==> config.mk <==
export PLATFORM = sky130hd
export DESIGN_NAME = ttc_eb_ram
export DESIGN_NICKNAME = d
export VERILOG_FILES = /design/src/hdl/ttc_eb_ram.sv
export SDC_FILE = /design/constraint.sdc
export NUM_CORES = 1
export LEC_CHECK = 0
export BUFFER_PORTS_ARGS = -buffer_cell sky130_fd_sc_hd__buf_2
export CAP_MARGIN = 40
export CORE_ASPECT_RATIO = 0.7
export CORE_MARGIN = 2
export CORE_UTILIZATION = 25
export DETAILED_ROUTE_END_ITERATION = 12
export GPL_ROUTABILITY_DRIVEN = 0
export GPL_TIMING_DRIVEN = 0
export PLACE_DENSITY = 0.47
export SYNTH_ARGS = -nofsm -noshare
export SYNTH_HDL_FRONTEND = slang
export SYNTH_SLANG_ARGS = --single-unit
==> constraint.sdc <==
create_clock -name clk -period 1 [get_ports clk]
set_input_delay 0.1 -clock clk [delete_from_list [all_inputs] [get_ports clk]]
set_output_delay 0.1 -clock clk [all_outputs]
set_load 0.05 [all_outputs]
==> src/hdl/ttc_eb_ram.sv <==
`default_nettype none

module ttc_eb_ram #(
    parameter int WIDTH = 8,
    parameter int DEPTH = 2
) (
    input  wire logic                                    clk,
    input  wire logic                                    we,
    input  wire logic [(DEPTH > 1 ? $clog2(DEPTH) : 1)-1:0] waddr,
    input  wire logic [WIDTH-1:0]                        wdata,
    input  wire logic [(DEPTH > 1 ? $clog2(DEPTH) : 1)-1:0] raddr,
    output logic      [WIDTH-1:0]                        rdata
);

    logic [WIDTH-1:0] mem [DEPTH];

    // One write port, one registered read port.
    always_ff @(posedge clk)
    begin
        if (we)
        begin
            mem[waddr] <= wdata;
        end
        rdata <= mem[raddr];
    end

endmodule

`default_nettype wire

# [Word level (Yosys, flattened, before mapping)]
# Memories as Yosys holds them, arrays and structs flattened. A register that Yosys moved wholly into a read port is not among the register bits.
# Index checks and enable logic that the tools add are counted.
[totals] ram_bits=16 mem_count=1 out_inout_bits=8 inputBits=12 latchBits=0 wordCells=3 reg_bits=0 mem_bits_ro=0
[op_classes] div_mod_pow=0 n_reduce_logical=0 bitwise_logic=0 order_cmp=0 shift=0 mul=0 mux=2 n_addsub=0 n_eq_ne=0
[mem_list] memory="mem" words=2 width=8 read_ports=1 rd_clocked_by_memory_dff=1 write_ports=1 line="15" source="logic [WIDTH-1:0] mem [DEPTH];"
[op_table] op="$mux 1" n=2

# [Logic depth before layout (Yosys ltp)]
# Gate-level depths: netlist (run 1).
[depth] ltp_word=2 ltp_mapped=2 mapped_depth_nobuf=1

# [Worst setup path after synthesis (run 1)]
# No wires, ideal clock.
[synth_path] kind="in2reg" start="in we" end="mem mem[0][0], enable pin" cell_stages=1 required_ns=0.627 n_path_buf=0 arrival_ns=0.520 setup_slack_ns=0.107 setup_ns=0.373 path_cell_list="nor2b_1"
[synth_via] elab_chain_cells=2
[synth_lines] item="start: declaration" line="8" source="input wire logic we,"
[synth_lines] item="$mux 1" line="20" source="if (we)"
[synth_lines] item="$mux 1 (implied by the code)" line="22" source="mem[waddr] <= wdata;"
[synth_lines] item="end: declaration" line="15"
# No other way between the ends.

# [Worst setup path in the final report (run 1)]
[layout_path] start="reg rdata[6] (read register of mem)" end="out rdata[6]"
[layout_rtl] item="start: declaration" line="12" source="output logic [WIDTH-1:0] rdata"
# No word-level cell between the ends.

==> flow_summary.ini, run 1 <==
[hold_path]
hp-class = primary input to register
hold_end = mem[1][4]$_DFFE_PP_
hp-start = wdata[4]
min_path_cells = 1

[clocking]
clkTransAtPathRegs_ns = 0.08
cts_tree = built
cts_buffers = 3
clock_path_buffers = 2
clkSinkCount = 24
hold_buffers = 0
root_buffer = clkbuf_8
clkLatencyLatePin_ns = 0.26
h-tree-depth = 1

[critical_path]
worstPathCellList = buf_2
ff2ff_setup_slack_ns = 0.25
cp_max_fo = 1
worstSetupPathType = register to output pin
worstSetupStartpointType = register
worst-path-stages = 1
path_delay_family = flip-flops
ff2ff_path_depth = 1
arrival_ns = 0.83
crit_buf_inv = 1
slowest_stage = dfxtp_1
cp.required_ns = 0.90
slowest_delay_ns = 0.31
endpoint_kind = output pin
r2r-start = mem[0][0]$_DFFE_PP_
worstReg2RegEnd = rdata[0]$_DFF_P_

[routing]
top_layer = met4
dr.pass1.iters = 3
drc_errors = 0
wl_met1_um = 423
antenna_left = 0
num_vias = 352
wl_per_cell_um = 11.4
wirelength_um = 1060
viasPerCell = 3.78
drt_iter0_drc = 1
dr_wl_met2_um = 523
dr_wl_met3_um = 90

[final_layout]
stdcell_area_um2 = 993
multi_input_area_um2 = 135
fin_util = 0.345
final_nets = 70
syn_to_final_growth_pct = 26.6
fill_cells = 292
drive_above_1_share = 0.561
antenna_cells = 0
seqCellArea_um2 = 641

[synthesis]
ys_warn_count = 0
synth_nets = 47
syn_avg_cell_area_um2 = 22.4
yosysSeqAreaShare = 0.817
synth_area_um2 = 785
ys_types = 6
synth_cells = 35
synth_seq_cells = 24

[pwr]
p_sw_frac = 0.207
power_switching_mw = 0.458
p_int_mw = 1.75
ir_drop_uv = 655
seq_power_share = 0.521
pwr-share-comb = 0.107
power.share.clock = 0.372
p_total_mw = 2.21
p_leak_nw = 0.402
p_per_area_nw_per_um2 = 2230

[timing]
slew_headroom = 0.697
worstMarginPinSlew_ns = 0.453
fmax_mhz = 1080
slew_violations = 0
rsz0062_at_grt = no
clock_skew_ns = 0.00509
period_needed_ns = 0.929
finalCritPeriodShare = 0.929
hold_slack_ns = 0.0234
setup_violations = 0
fin_setup_tns_ns = 0
hold_violations = 0

[floorplanning]
ios = 20
core-area_um2 = 2880
die_h_um = 50.9
die_x_um = 71.0
rows = 16
die_area_um2 = 3610
start_util = 0.272

[global_route]
antenna_found_initial = 0
grt_max_degree = 15
grt_use_total = 0.0674
grt_overflow = 0
grt_pass1_wl_um = 1690
grt_pass1_vias = 353

[placement]
port_buffers = 18
place_area_um2 = 920

[job]
drv_cap = 0

[outcome]
status = finished, final reports clean
[logic make-up after synthesis]
kind of cell	count (synthesis)	synth area share
buffers and inverters	1	0.0144
AND/OR/NAND/NOR	2	0.0160
flip-flops	24	0.817
multiplexers	8	0.153
[worst max path at each step]
stage               slack [ns]                  end              from
finish                    0.07             rdata[6]  rdata[6]$_DFF_P_
global route              0.02             rdata[7]  rdata[7]$_DFF_P_
CTS                       0.04  mem[0][6]$_DFFE_PP_                we
detailed placement       -0.25  mem[0][5]$_DFFE_PP_                we
global placement         -0.20  mem[0][4]$_DFFE_PP_             waddr
floorplan                 0.11  mem[0][0]$_DFFE_PP_                we
[state kept, by name, indices dropped and copies added (netlist names)]
| signal | cells |
|---|---|
| rdata | 8 |
| mem | 16 |
[through the flow]
stage               cells  setup WS (ns)
finish                 93         0.0711
global placement       89         -0.202
CTS                    93         0.0383
floorplan              35          0.107
detailed placement     89         -0.249
global route           93         0.0222
[routing by layer]
layer	GRT usage	vias up
met4	0.0472	0
met3	0.0335	2
met5	0	-
met1	0.0702	164
li1	-	172
met2	0.107	14
[placed cells by master, fill, tap and decap left out]
| master | count |
|---|---|
| dfxtp_1 | 8 |
| buf_6 | 1 |
| clkbuf_8 | 3 |
| mux2_4 | 8 |
| and2_1 | 1 |
| edfxtp_1 | 16 |
| bufinv_16 | 1 |
| nor2b_2 | 1 |
| buf_2 | 18 |
[final cells by class]
cell class	instances	share of cell area
flip-flops and latches	24	0.645
multi-input cells	10	0.136
clock inverters	1	0.0302
repair buffers	18	0.0907
clock buffers	3	0.0416
well taps	36	0.0453
plain buffers	1	0.0113
[cell usage after synthesis]
| cell | count | area [um^2] |
|---|---|---|
| and2_1 | 1 | 6.26 |
| dfxtp_1 | 8 | 160 |
| edfxtp_1 | 16 | 480 |
| nor2b_1 | 1 | 6.26 |
| mux2_4 | 8 | 120 |
| buf_6 | 1 | 11.3 |
[repair_timing]
| item | in CTS | in global routing |
|---|---|---|
| endpoints found under the setup margin | 0 | 8 |
| gates resized for setup | 0 | 1 |
| buffers inserted | 0 | 0 |
[power groups by stage]
stage,clock [mW],sequential (mW),combinational (mW)
floorplan,0,1.28,0.0683
global placement,0,1.17,0.239
detailed placement,0,1.18,0.240
CTS,0.859,1.15,0.240
global route,0.894,1.16,0.251
finish,0.823,1.15,0.237
Power figures use the tool's default switching activity.
==> inputs of run 2 (changes only) <==
--- a/config.mk
+++ b/config.mk
@@ -10,3 +10,2 @@
 export CORE_ASPECT_RATIO = 0.7
-export CORE_MARGIN = 2
 export CORE_UTILIZATION = 25
==> constraint.sdc (replaced) <==
create_clock -name clk -period 1 [get_ports clk]
set_input_delay 0.25 -clock clk [delete_from_list [all_inputs] [get_ports clk]]
set_output_delay 0.25 -clock clk [all_outputs]
set_load 0.05 [all_outputs]
==> flow_summary.ini, run 2 (synthesis gave the netlist of run 1 again) <==
[timing]
slew_violations = 0
fmax_mhz = 1020
rsz0062_at_grt = yes
hold_slack_ns = 0.177
finalCritPeriodShare = 0.985
period_needed_ns = 0.985
slew_headroom = 0.701
fin_setup_tns_ns = 0
clock_skew_ns = 0.00318
setup_violations = 0
worstMarginPinSlew_ns = 0.447
hold_violations = 0
setup_ws_ns = 0.0149

[floorplanning]
ios = 20
die_x_um = 69.0
start_util = 0.272
core-area_um2 = 2880
rows = 16
die_area_um2 = 3370
die_h_um = 48.9

[critical_path]
path_delay_family = flip-flops
worstReg2RegEnd = rdata[2]$_DFF_P_
crit_buf_inv = 1
r2r-start = mem[0][2]$_DFFE_PP_
worstPathCellList = buf_6
worstSetupPathType = register to output pin
endpoint_kind = output pin
cp_max_fo = 1
ff2ff_setup_slack_ns = 0.25
ff2ff_path_depth = 1
arrival_ns = 0.74
slowest_delay_ns = 0.33
slowest_stage = dfxtp_2
cp.required_ns = 0.75
worstSetupStartpointType = register

[clocking]
clkSinkCount = 24
clock_path_buffers = 2
hold_buffers = 0
cts_tree = built
root_buffer = clkbuf_8
clkTransAtPathRegs_ns = 0.08
cts_setup_buffers = 0
cts_buffers = 3
clkLatencyLatePin_ns = 0.26
h-tree-depth = 1

[pwr]
power_switching_mw = 0.457
power.share.clock = 0.301
p_sw_frac = 0.219
p_per_area_nw_per_um2 = 1970
p_int_mw = 1.63
seq_power_share = 0.560
pwr-share-comb = 0.139
ir_drop_uv = 604
p_leak_nw = 0.420
p_total_mw = 2.09

[global_route]
grt_max_degree = 14
antenna_found_initial = 0
grt_pass1_wl_um = 1490
grt_overflow = 0
grt_use_total = 0.0652
grt_pass1_vias = 330

[routing]
viasPerCell = 3.82
dr_wl_met2_um = 478
num_vias = 355
wl_met1_um = 439
wl_per_cell_um = 11.0
top_layer = met4
wirelength_um = 1020
antenna_left = 0
drt_iter0_drc = 8
drc_errors = 0
dr_wl_met3_um = 91
dr.pass1.iters = 2

[final_layout]
fin_util = 0.368
final_common_cell = edfxtp_1
final_cell_mix = edfxtp_1 (16), buf_2 (10), mux2_4 (8), dfxtp_2 (8), buf_8 (6)
syn_to_final_growth_pct = 35.1
fill_cells = 284
instances_no_fill = 93
drive_above_1_share = 0.702
largest_reg_flops = 16
stdcell_area_um2 = 1060
antenna_cells = 0
final_nets = 70
reg.largest.list = mem: 16 flops, rdata: 8 flops
top_register = mem

[placement]
pre_cts_ws_ns = -0.0983
port_buffers = 18
dp_cells = 89
place_area_um2 = 922

[job]
drv_cap = 0

[hold_path]
min_path_cells = 1
hold_end = mem[0][6]$_DFFE_PP_
hp-start = wdata[6]
hp-class = primary input to register

[outcome]
status = finished, final reports clean
run 2: changes by cell type in the layout (fill, tap and decap cells not counted):
| cell | before | now |
|---|---|---|
| buf_8 | 0 | 6 |
| buf_6 | 1 | 3 |
| bufinv_16 | 1 | 0 |
| buf_2 | 18 | 10 |
| dfxtp_1 | 8 | 0 |
| clkbuf_8 | 3 | 4 |
| dfxtp_2 | 0 | 8 |
run 2: how the worst max path moves through the flow:
stage | start | endpoint | slack, ns | cells after the start
floorplan | we | mem[0][0]$_DFFE_PP_ | 0.13 | 1
global placement | waddr | mem[0][2]$_DFFE_PP_ | -0.11 | 2
detailed placement | waddr | mem[0][3]$_DFFE_PP_ | -0.1 | 2
CTS | rdata[0]$_DFF_P_ | rdata[0] | -0.001 | 1
global route | rdata[0]$_DFF_P_ | rdata[0] | -0.01 | 1
finish | rdata[5]$_DFF_P_ | rdata[5] | 0.01 | 1
run 2: repair_timing:
item,CTS,global route
resized for setup,24,6
gates cloned,0,0
endpoints found under the setup margin,8,8
run 2: power groups by stage:
stage / registers (mW) / logic [mW] / clock network, mW
final: 1.17 / 0.290 / 0.627
after global routing: 1.18 / 0.304 / 0.686
after CTS: 1.17 / 0.276 / 0.659
after detailed placement: 1.18 / 0.241 / 0
after global placement: 1.17 / 0.239 / 0
after floorplan: 1.28 / 0.0690 / 0
run 2: per-layer routing:
layer / up-vias / global-route usage
met5: - / 0
met4: 0 / 0.0306
met3: 2 / 0.0350
met2: 15 / 0.104
met1: 167 / 0.0698
li1: 171 / -
run 2: final cells by class:
type | instances | area, um^2 | area share
buffer | 1 | 11.3 | 0.0106
multi-input combinational | 10 | 135 | 0.128
sequential | 24 | 651 | 0.614
timing repair buffer | 18 | 163 | 0.153
clock buffer | 4 | 55.1 | 0.0519
tap | 36 | 45.0 | 0.0425
